<file path="src/hw/rtl/roberts_cross_gradient_macros.svh">
// ----------------------------------------------------------------------------
// Roberts cross gradient assertion macros
// Shared concurrent assertion forms for the gradient block.
// ----------------------------------------------------------------------------
`ifndef ROBERTS_CROSS_GRADIENT_MACROS_SVH
`define ROBERTS_CROSS_GRADIENT_MACROS_SVH

// Same-cycle implication, sampled on clk, off while rst_n is low.
`define RCG_ASSERT_IMP(label, ante, cons) \
    label: assert property (@(posedge clk) disable iff (!rst_n) (ante) |-> (cons)) \
        else $error("rcg assertion failed");

// Next-cycle implication, sampled on clk, off while rst_n is low.
`define RCG_ASSERT_NEXT(label, ante, cons) \
    label: assert property (@(posedge clk) disable iff (!rst_n) (ante) |=> (cons)) \
        else $error("rcg assertion failed");

`endif

</file>
<file path="src/hw/rtl/rcg_pkg.sv">
// ----------------------------------------------------------------------------
// rcg_pkg
// Widths, register indexes and the pipeline item type of the gradient block.
// ----------------------------------------------------------------------------
package rcg_pkg;

    localparam int MAX_WIDTH  = 4096;
    localparam int PIXEL_BITS = 16;
    localparam int ADDR_W     = $clog2(MAX_WIDTH);
    localparam int WCNT_W     = ADDR_W + 1;
    localparam int ROW_W      = 16;
    localparam int COL_W      = 12;
    localparam int GRAD_W     = PIXEL_BITS + 1;
    localparam int CFG_DATA_W = 16;
    localparam int REG_IDX_W  = 2;

    localparam logic [REG_IDX_W-1:0] REG_DIRECTION = 2'd0;
    localparam logic [REG_IDX_W-1:0] REG_WIDTH     = 2'd1;
    localparam logic [REG_IDX_W-1:0] REG_HEIGHT    = 2'd2;

    // One accepted pixel on its way from the counters to the subtractor.
    typedef struct packed {
        logic                  produce;
        logic                  dir;
        logic [PIXEL_BITS-1:0] prev;
        logic [ROW_W-1:0]      row;
        logic [COL_W-1:0]      col;
        logic                  last;
    } item_t;

endpackage

</file>
<file path="src/hw/rtl/rcg_diff.sv">
// ----------------------------------------------------------------------------
// rcg_diff
// Upper-row window, diagonal difference and the output register.
// ----------------------------------------------------------------------------
module rcg_diff
    import rcg_pkg::*;
(
    input  logic                     clk,
    input  logic                     rst_n,
    input  logic                     s1_valid,
    input  item_t                    s1_item,
    input  logic [PIXEL_BITS-1:0]    rd_data,
    input  logic                     out_ready,
    output logic                     s1_take,
    output logic                     out_valid,
    output logic signed [GRAD_W-1:0] gradient,
    output logic [ROW_W-1:0]         out_row,
    output logic [COL_W-1:0]         out_col,
    output logic                     last_of_image
);

    logic [PIXEL_BITS-1:0]    win1_reg, win2_reg;
    logic                     out_valid_reg, out_valid_next;
    logic signed [GRAD_W-1:0] grad_reg;
    logic [ROW_W-1:0]         row_reg;
    logic [COL_W-1:0]         col_reg;
    logic                     last_reg;
    logic [PIXEL_BITS-1:0]    sub;
    logic [GRAD_W-1:0]        diff;

    // An item with no result never waits on the output side.
    assign s1_take = s1_valid && (!s1_item.produce || !out_valid_reg || out_ready);

    always_comb
    begin
        sub  = s1_item.dir ? rd_data : win2_reg;
        diff = {1'b0, s1_item.prev} - {1'b0, sub};
        if (s1_take && s1_item.produce)
            out_valid_next = 1'b1;
        else if (out_ready)
            out_valid_next = 1'b0;
        else
            out_valid_next = out_valid_reg;
    end

    always_ff @(posedge clk or negedge rst_n)
    begin
        if (!rst_n)
        begin
            win1_reg      <= '0;
            win2_reg      <= '0;
            out_valid_reg <= 1'b0;
        end
        else
        begin
            out_valid_reg <= out_valid_next;
            if (s1_take)
            begin
                win1_reg <= rd_data;
                win2_reg <= win1_reg;
            end
        end
    end

    always_ff @(posedge clk)
    begin
        if (s1_take && s1_item.produce)
        begin
            grad_reg <= signed'(diff);
            row_reg  <= s1_item.row;
            col_reg  <= s1_item.col;
            last_reg <= s1_item.last;
        end
    end

    assign out_valid     = out_valid_reg;
    assign gradient      = grad_reg;
    assign out_row       = row_reg;
    assign out_col       = col_reg;
    assign last_of_image = last_reg;

endmodule

</file>
<file path="config.mk">
export PLATFORM = sky130hd
export DESIGN_NAME = rcg_diff
export DESIGN_NICKNAME = d
export VERILOG_FILES = /design/src/hw/rtl/roberts_cross_gradient_macros.svh /design/src/hw/rtl/rcg_pkg.sv /design/src/hw/rtl/rcg_diff.sv
export SDC_FILE = /design/constraint.sdc
export NUM_CORES = 1
export LEC_CHECK = 0
export BUFFER_PORTS_ARGS = -buffer_cell sky130_fd_sc_hd__buf_2
export CORE_MARGIN = 1.5
export CORE_UTILIZATION = 40
export CTS_CLUSTER_DIAMETER = 80
export DETAILED_ROUTE_END_ITERATION = 8
export PLACE_DENSITY = 0.68
export SLEW_MARGIN = 10
export SYNTH_ARGS = -nofsm -noshare
export SYNTH_HDL_FRONTEND = slang
export SYNTH_SLANG_ARGS = --single-unit
</file>
<file path="constraint.sdc">
create_clock -name clk -period 3.4 [get_ports clk]
set_input_delay 0.17 -clock clk [delete_from_list [all_inputs] [get_ports clk]]
set_output_delay 0.17 -clock clk [all_outputs]
set_load 0.01 [all_outputs]
</file>
==> results.tsv <==
metric	value	unit
worst path cell trace	mux2_2, ha_1, fa_1, nand2b_1, a21oi_2, o311a_1, a41o_1, a221oi_2	
CTS resizes	0	
number of flip-flops under the largest register name	17	
Compound-Gate Fraction of Synth Area	6.606	%
Sink Count	79	
number of global-route vias before repair	2537	
Top Usage Layer GRT	met2	
fill count	738	
fin cells	511	
met1 Use GR	20.72	%
Top FF cell, synth	edfxtp_1	
clock buffer depth	2	
global route total overflow	0	
ratio of cells with drive above 1 in the final layout	42.43	%
final hold vios	0	
simple-gate share of the synthesized area	5.418	%
1st-iter DRT viols	71	
Die Y	97.60	um
post-synthesis cell area	3580	sq um
Crit. Startpoint	win2_reg[0]$_DFFE_PN0P_	
TritonRoute pass-1 iters	4	
yosys warns	0	
Syn-to-layout area delta	32.51	%
leading cell types by count after synthesis	46 x edfxtp_1, 34 x mux2_2, 33 x dfrtp_1	
Die X	97.60	um
unrepaired setup endpoints after global routing	no	
Reg clk slew, reported paths	0.08	ns
Max FO, Critical Path	3	
Critical Path End Type	flop	
Setup-failing EPs final	0	
DIE AREA	9526	sq um
Crit path required time	3.50	ns
Worst Hold Class	input pin to flop	
Post-synth EDFFs	46	
Post-Synthesis Cells	248	
initial core utilization	41.25	%
antenna diode count	0	
Async SR Flop Fraction	41.77	%
post-route clock skew	0.01061	ns
total power	2.344	mW
worst r2r src	win2_reg[0]$_DFFE_PN0P_	
Post-Synth Adder-Cell Area	6.501	%
final critical-path required period	2.417	ns
P_leak	2.103	nW
worst vdd ir	177.8	uV
Seq/Total Area, Yosys	61.66	%
placed insts	465	
mux contribution to synthesized area	14.89	%
crit path max-delay cell type	fa_1	
largest net degree at the start of global routing	48	
Seq cells post-synth	79	
dominant cell by count in the synthesized netlist	edfxtp_1	
kind of cell adding the most delay to the critical path	compound AO/OA/AOI/OAI gates	
Slew Viols, Final	0	
crit path buf inv count	0	
Final Util	54.66	%
syn avg cell area	14.43	sq um
PortBufs	114	
Synth area leader	edfxtp_1	
outcome	complete, no violations	
global-route wire length before repair	12270	um
Via-to-Cell Ratio	4.820	
end point of the critical path	gradient[16]$_DFFE_PP_	
Yosys cell types	42	
worst slew pin tran	1.022	ns
DR WL/cell	14.59	um
pwr dens	494.1	nW/um^2
DR vias	2463	
Worst Path Arrival	2.52	ns
Area contributors post-synth	edfxtp_1 39%, dfrtp_1 23%, mux2_2 11%, ha_1 5.9%, mux2i_1 4.2%	
Worst path max stage delay	0.40	ns
Nets	483	
R2R cell count	8	
IO Pins	115	
CP Class	flop to flop	
routability congestion estimate from global placement	0.8445	
Final HPWL DP	5430	um
post-synth top area share	38.59	%
final period utilization	71.08	%
DRC	0	
row count	34	
H-Tree Depth	3	
FMAX	413.8	MHz
GR Util met3	4.101	%
largest family of logic cells by synthesized area	multiplexers	
Setup TNS	0	ns
CTS Buf Count	9	
CTS root buf	clkbuf_8	
CP Launch Type	flop	
antenna violations before repair	0	
post-synthesis xor/xnor area fraction	3.181	%
Levels on crit path	8	
ANT nets after route	0	
GRT Overall Usage	16.61	%
Syn Nets	333	
final WL	7458	um
RR Endpoint	gradient[16]$_DFFE_PP_	
worst skew pair latency	0.35	ns
GR Layer Usage met2	27.46	%
R2R Setup Slk	0.98	ns
CTS tree	done	
worst hold slack	0.07532	ns
Max Cap Viol	0	
total core area	8678	sq um
relative slew slack	31.84	%
==> metal layers <==
layer / routed length, um / share of wire (%) / vias to the layer above
met3: 402 / 5.4 / 12
met5: 0 / 0 / -
li1: - / - / 1214
met4: 144 / 1.9 / 0
met2: 3584 / 48 / 83
met1: 3327 / 45 / 1154
==> area by class of cell <==
type                       count  area [sq um]  share of cell area [%]
inverter                       8         30.03                  0.6331
multi-input combinational    154          1311                   27.64
clock buffer                   9         123.9                   2.611
tap                          108         135.1                   2.849
timing repair buffer         146         885.9                   18.68
clock inverter                 7         50.05                   1.055
sequential                    79          2207                   46.53
==> timing repair <==
| item | 4_1_cts | 5_1_grt |
|---|---|---|
| hold endpoints to repair | 62 | 0 |
| setup buffers | 0 | 0 |
| hold buffers | 30 | 0 |
| endpoints found under the setup margin | 0 | 0 |
==> how the worst min path moves through the flow <==
stage | start | endpoint | cells after the start
global route | rd_data[9] | win1_reg[9]$_DFFE_PN0P_ | 2
finish | rd_data[1] | win1_reg[1]$_DFFE_PN0P_ | 2
detailed placement | rst_n | out_valid$_DFFE_PN0P_ | 1
CTS | rd_data[1] | win1_reg[1]$_DFFE_PN0P_ | 2
floorplan | rst_n | out_valid$_DFFE_PN0P_ | 0
global placement | rst_n | out_valid$_DFFE_PN0P_ | 1
==> kinds of logic after synthesis <==
logic type / Yosys count
flops: 79
mux: 49
simple gates: 39
compound gates: 35
fa+ha+maj: 18
buf+inv: 15
xor+xnor: 13
==> cell usage in the layout (no fill, tap or decap), drive strengths merged, types with 9 or more instances in the layout <==
cell type and count:
a21oi 13, buf 116, clkbuf 9, dfrtp 33, dlygate4sd3 30, edfxtp 46
ha 17, mux2 34, mux2i 15, nand2 15, o21ai 9
==> metrics by stage <==
step | setup slack [ns] | instance area [sq um]
after floorplan | 0.9221 | 3580
after detailed placement | 0.7589 | 4269
after CTS | 0.9910 | 4743
after global routing | 0.8521 | 4743
after global placement | 0.7765 | 4269
final | 0.9834 | 4743
==> report_power, final <==
part           total (mW)  switching, mW  internal (mW)
combinational       0.555          0.284          0.271
clock               0.604          0.339          0.264
sequential           1.19         0.0383           1.15
Power figures use the tool's default switching activity.
