File: src/hw/rtl/roberts_cross_gradient_macros.svh
// ----------------------------------------------------------------------------
// Roberts cross gradient assertion macros
// Shared concurrent assertion forms for the gradient block.
// ----------------------------------------------------------------------------
`ifndef ROBERTS_CROSS_GRADIENT_MACROS_SVH
`define ROBERTS_CROSS_GRADIENT_MACROS_SVH

// Same-cycle implication, sampled on clk, off while rst_n is low.
`define RCG_ASSERT_IMP(label, ante, cons) \
    label: assert property (@(posedge clk) disable iff (!rst_n) (ante) |-> (cons)) \
        else $error("rcg assertion failed");

// Next-cycle implication, sampled on clk, off while rst_n is low.
`define RCG_ASSERT_NEXT(label, ante, cons) \
    label: assert property (@(posedge clk) disable iff (!rst_n) (ante) |=> (cons)) \
        else $error("rcg assertion failed");

`endif

File: src/hw/rtl/rcg_pkg.sv
// ----------------------------------------------------------------------------
// rcg_pkg
// Widths, register indexes and the pipeline item type of the gradient block.
// ----------------------------------------------------------------------------
package rcg_pkg;

    localparam int MAX_WIDTH  = 4096;
    localparam int PIXEL_BITS = 16;
    localparam int ADDR_W     = $clog2(MAX_WIDTH);
    localparam int WCNT_W     = ADDR_W + 1;
    localparam int ROW_W      = 16;
    localparam int COL_W      = 12;
    localparam int GRAD_W     = PIXEL_BITS + 1;
    localparam int CFG_DATA_W = 16;
    localparam int REG_IDX_W  = 2;

    localparam logic [REG_IDX_W-1:0] REG_DIRECTION = 2'd0;
    localparam logic [REG_IDX_W-1:0] REG_WIDTH     = 2'd1;
    localparam logic [REG_IDX_W-1:0] REG_HEIGHT    = 2'd2;

    // One accepted pixel on its way from the counters to the subtractor.
    typedef struct packed {
        logic                  produce;
        logic                  dir;
        logic [PIXEL_BITS-1:0] prev;
        logic [ROW_W-1:0]      row;
        logic [COL_W-1:0]      col;
        logic                  last;
    } item_t;

endpackage

File: src/hw/rtl/rcg_front.sv
// ----------------------------------------------------------------------------
// rcg_front
// Configuration registers, raster counters and the first pipeline stage.
// ----------------------------------------------------------------------------
module rcg_front
    import rcg_pkg::*;
(
    input  logic                  clk,
    input  logic                  rst_n,
    input  logic                  cfg_wr,
    input  logic [REG_IDX_W-1:0]  cfg_index,
    input  logic [CFG_DATA_W-1:0] cfg_data,
    input  logic                  accept,
    input  logic [PIXEL_BITS-1:0] pixel_value,
    input  logic                  s1_take,
    output logic                  s1_valid,
    output item_t                 s1_item,
    output logic [ADDR_W-1:0]     mem_addr
);

    logic                  dir_reg;
    logic [WCNT_W-1:0]     width_reg;
    logic [ROW_W-1:0]      height_reg;
    logic [ADDR_W-1:0]     col_reg, col_next;
    logic [ROW_W-1:0]      row_reg, row_next;
    logic [PIXEL_BITS-1:0] prev_reg;
    logic                  s1_valid_reg, s1_valid_next;
    item_t                 s1_item_reg;

    logic [WCNT_W-1:0]     col_ext, col_inc, width_wr;
    logic [ROW_W:0]        row_inc;
    logic [ROW_W-1:0]      height_wr;
    logic                  row_end, interior, last;

    // Clamp sizes once, at write time.
    always_comb
    begin
        width_wr = cfg_data[WCNT_W-1:0];
        if (width_wr < WCNT_W'(3))
            width_wr = WCNT_W'(3);
        else if (width_wr > WCNT_W'(MAX_WIDTH))
            width_wr = WCNT_W'(MAX_WIDTH);
        height_wr = cfg_data[ROW_W-1:0];
        if (height_wr < ROW_W'(3))
            height_wr = ROW_W'(3);
    end

    always_ff @(posedge clk or negedge rst_n)
    begin
        if (!rst_n)
        begin
            dir_reg    <= 1'b0;
            width_reg  <= WCNT_W'(MAX_WIDTH);
            height_reg <= ROW_W'(4096);
        end
        else if (cfg_wr)
        begin
            case (cfg_index)
                REG_DIRECTION: dir_reg    <= cfg_data[0];
                REG_WIDTH:     width_reg  <= width_wr;
                REG_HEIGHT:    height_reg <= height_wr;
                default:       ;
            endcase
        end
    end

    always_comb
    begin
        col_ext  = {1'b0, col_reg};
        col_inc  = col_ext + WCNT_W'(1);
        row_inc  = {1'b0, row_reg} + (ROW_W+1)'(1);
        row_end  = (col_inc >= width_reg);
        interior = (row_reg >= ROW_W'(2)) && (row_reg < height_reg)
                && (col_reg >= ADDR_W'(2)) && (col_ext < width_reg);
        last     = (row_inc >= {1'b0, height_reg}) && row_end;

        col_next = col_reg;
        row_next = row_reg;
        if (accept)
        begin
            if (row_end)
            begin
                col_next = '0;
                row_next = (row_inc >= {1'b0, height_reg}) ? '0 : row_inc[ROW_W-1:0];
            end
            else
            begin
                col_next = col_inc[ADDR_W-1:0];
            end
        end

        if (accept)
            s1_valid_next = 1'b1;
        else if (s1_take)
            s1_valid_next = 1'b0;
        else
            s1_valid_next = s1_valid_reg;
    end

    always_ff @(posedge clk or negedge rst_n)
    begin
        if (!rst_n)
        begin
            col_reg      <= '0;
            row_reg      <= '0;
            prev_reg     <= '0;
            s1_valid_reg <= 1'b0;
        end
        else
        begin
            col_reg      <= col_next;
            row_reg      <= row_next;
            s1_valid_reg <= s1_valid_next;
            if (accept)
                prev_reg <= pixel_value;
        end
    end

    always_ff @(posedge clk)
    begin
        if (accept)
        begin
            s1_item_reg.produce <= interior;
            s1_item_reg.dir     <= dir_reg;
            s1_item_reg.prev    <= prev_reg;
            s1_item_reg.row     <= row_reg - ROW_W'(1);
            s1_item_reg.col     <= COL_W'(col_reg - ADDR_W'(1));
            s1_item_reg.last    <= last;
        end
    end

    assign s1_valid = s1_valid_reg;
    assign s1_item  = s1_item_reg;
    assign mem_addr = col_reg;

endmodule

File: config.mk
export PLATFORM = sky130hd
export DESIGN_NAME = rcg_front
export DESIGN_NICKNAME = d
export VERILOG_FILES = /design/src/hw/rtl/roberts_cross_gradient_macros.svh /design/src/hw/rtl/rcg_pkg.sv /design/src/hw/rtl/rcg_front.sv
export SDC_FILE = /design/constraint.sdc
export NUM_CORES = 1
export LEC_CHECK = 0
export BUFFER_PORTS_ARGS = -buffer_cell sky130_fd_sc_hd__buf_2
export CAP_MARGIN = 15
export CORE_MARGIN = 4
export CORE_UTILIZATION = 50
export CTS_CLUSTER_DIAMETER = 120
export DETAILED_ROUTE_END_ITERATION = 10
export HOLD_SLACK_MARGIN = 0.1
export PLACE_DENSITY = 0.76
export SYNTH_ARGS = -nofsm -noshare
export SYNTH_HDL_FRONTEND = slang
export SYNTH_SLANG_ARGS = --single-unit
export TNS_END_PERCENT = 5
File: constraint.sdc
create_clock -name clk -period 3.5 [get_ports clk]
set_clock_uncertainty 0.15 [all_clocks]
set_input_delay 0.175 -clock clk [delete_from_list [all_inputs] [get_ports clk]]
set_output_delay 0.175 -clock clk [all_outputs]
set_load 0.02 [all_outputs]
==> impl_metrics.csv <==
group,metric,value,unit
outcome,status,"complete, no violations",
logic_synthesis,synth_cell_types,61,
logic_synthesis,yosys.area.top_type_share,0.2662,
floorplanning,die_x,125.2,um
sta,period_needed,3352,ps
route,firstDrtPassIters,5,
setup_path,cp-start-kind,"register",
clocking,clk_latency,420,ps
sta,timing.hold.ws,118.1,ps
logic_synthesis,synthArstFlopShare,0.6148,
logic_synthesis,synth_edf_count,47,
finish,area_delta_synth_final,28.02,%
route,avgViaCountPerCell,5.617,
floorplanning,pin_count,99,
logic_synthesis,syn_inst,630,
power_and_ir_drop,power.internal,3.886,mW
sta,slew_headroom,0.3430,
grt,grt_pass1_wl,28830,um
finish,largest_register_ffs,47,
power_and_ir_drop,pwr-share-clk,0.273,
min_path,hp-class,"primary input to register",
sta,tightest_slew,985.5,ps
place,place_ws,62.79,ps
sta,hold_violations,0,
sta,finalSetupViolations,0,
setup_path,arrival,3560,ps
logic_synthesis,synthTopCellsByArea,"dfrtp_1, edfxtp_1, ha_1, xnor2_1, mux2_2",
clocking,cts_made_buffers,17,
route,routed_wl,17460,um
grt,first_global_vias,5713,
sta,slew_violations,0,
finish,fillers,1018,
min_path,holdPathStages,3,
sta,max_freq,298.3,MHz
clocking,cts_max_path_buffers,2,
logic_synthesis,synth_largest_area_cell,"dfrtp_1",
setup_path,crit_type,"register to register",
floorplanning,row_count,42,
power_and_ir_drop,powerDensity,690.7,nW/um^2
place,port_buffers,98,
clocking,clk_pin_slew,50,ps
finish,num_antenna_cells,0,
finish,drive_above_1_share,0.2705,
setup_path,cp_cell_sequence,"ha_2, nand2_1, or3_4, xnor2_2, ha_1, and3_1, a211oi_2, o21ai_0, o31a_1, buf_4, o31ai_1, a22o_1",
clocking,ctsRootBufferMaster,"clkbuf_16",
logic_synthesis,ys_seq_elements,122,
logic_synthesis,syn_avg_cell_area,10.89,um^2
logic_synthesis,yosysWarnings,0,
setup_path,end_kind,"register",
route,drc,0,
floorplanning,dieHeight,125.2,um
power_and_ir_drop,switching_power,2.182,mW
clocking,htreeDepth,4,
finish,final_cells,993,
sta,setup_ws,147.7,ps
setup_path,required,3700,ps
route,post_drt_wl_per_cell,17.58,um
grt,grt_max_degree,76,
power_and_ir_drop,combPwrFrac,0.396,
power_and_ir_drop,power_leakage,4.114,nW
logic_synthesis,ys.flop_type,"dfrtp_1",
run,cap_violations,0,
place,dp_hpwl,12270,um
clocking,cts_tree,"done",
floorplanning,core_area,13350,um^2
clocking,cts_sinks,122,
setup_path,cp_max_fo,7,
logic_synthesis,synth_area,6863,um^2
finish,layout_common_cells,"buf_2, dfrtp_1, ha_1",
grt,gr-total-overflow,0,
setup_path,reg2reg_depth,12,
finish,nNetsFinal,906,
grt,track_usage,0.2284,
floorplanning,dieArea,15660,um^2
logic_synthesis,seq_area_frac_synth,0.4795,
route,vias,5578,
logic_synthesis,syn_nets,732,
setup_path,slowest_delay,430,ps
sta,fin_crit_sh,0.9578,
floorplanning,initial_utilization,0.5142,
power_and_ir_drop,sequentialPowerShare,0.331,
place,gp_congestion,0.9199,
route,drt_first_iter_violations,366,
power_and_ir_drop,switching_share,0.3596,
setup_path,cp_slowest_cell,"or3_4",
place,dp_cells,921,
route,ant_nets,0,
power_and_ir_drop,peakVddDrop,397.4,uV
grt,antenna_found_initial,0,
finish,final_common_cell,"buf_2",
per-stage QoR:
step                      area, um^2    util  setup TNS, ps  power, mW
after CTS                       8700  0.6518              0      6.058
after global placement          7761  0.5815              0      4.231
after floorplan                 6863       -              0      3.555
after global routing            8786  0.6582         -221.3      6.448
after detailed placement        7761  0.5815              0      4.335
final                           8786  0.6582              0      6.069
worst max-delay path, delay by kind of cell, from the launching register on:
kind | cells | cell delay (ps)
AO/OA/AOI/OAI | 5 | 1160
AND/OR/NAND/NOR | 3 | 730
XOR/XNOR | 1 | 160
buffers and inverters | 1 | 220
adder cells (fa/ha/maj) | 2 | 500
flip-flops | 1 | 370
timing repair:
| action | in CTS | in global routing |
|---|---|---|
| buffers inserted | 0 | 2 |
| setup endpoints to repair | 0 | 21 |
| hold endpoints to repair | 137 | 0 |
| hold buffers | 38 | 0 |
| resized for setup | 0 | 14 |
metal layers:
metal  routed length, um  global-route usage  vias up
li1                    -                   -     2625
met1                7032              0.2698     2679
met2                8915              0.4015      224
met3                 999             0.05629       50
met4                 513             0.08865        0
met5                   0                   0        -
power groups by stage:
stage	combinational, mW	sequential, mW	clock [mW]
CTS	2.38	2.00	1.68
global placement	2.22	2.01	0
detailed placement	2.32	2.02	0
floorplan	1.33	2.23	0
finish	2.40	2.01	1.66
global route	2.65	2.04	1.76
synthesized netlist by cell type, drive strengths merged, types with 3 or more instances:
library cell  number
a21o               9
a21oi             22
a22o              15
and3               7
and4               5
buf               10
clkbuf            19
dfrtp             73
edfxtp            47
ha                63
inv               47
mux2              19
nand2             58
nand2b             3
nand3             22
nand4             11
nor2              24
nor2b              7
nor3              17
nor3b              3
nor4               9
o21a               4
o21ai             39
o22ai              4
o31ai             14
o32ai              5
or3                5
or4                4
xnor2             28
xor2              17
path summary, 6_finish.rpt:
| path | from | endpoint | slack [ps] |
|---|---|---|---|
| max reg2reg | row_reg[0] | row_reg[15] | 150 |
| max | row_reg[0] | row_reg[15] | 150 |
| min | cfg_wr | dir_reg | 120 |
| min reg2reg | prev_reg[2] | s1_item[31] | 280 |
| max in group asynchronous | rst_n | mem_addr[6] | 2260 |
| min in group asynchronous | rst_n | row_reg[0] | 300 |
area by class of cell:
class | instances | area [um^2] | share of cell area
clock buffers | 23 | 457.9 | 0.05212
clock inverters | 9 | 100.1 | 0.01139
inverters | 47 | 176.4 | 0.02008
multi-input cells | 432 | 3304 | 0.3761
flip-flops and latches | 122 | 3291 | 0.3745
well taps | 176 | 220.2 | 0.02506
repair buffers | 184 | 1236 | 0.1407
cells by family (layout without fill, tap and decap cells):
group,after synthesis,count (layout),synth area share
AND/OR/NAND/NOR,180,180,0.1369
AO/OA/AOI/OAI,124,124,0.1293
buffers and inverters,76,263,0.04941
XOR/XNOR,45,45,0.05743
adder cells (fa/ha/maj),63,63,0.1149
multiplexers,20,20,0.03264
flip-flops,122,122,0.4795
(Power assumes the default switching activity.)
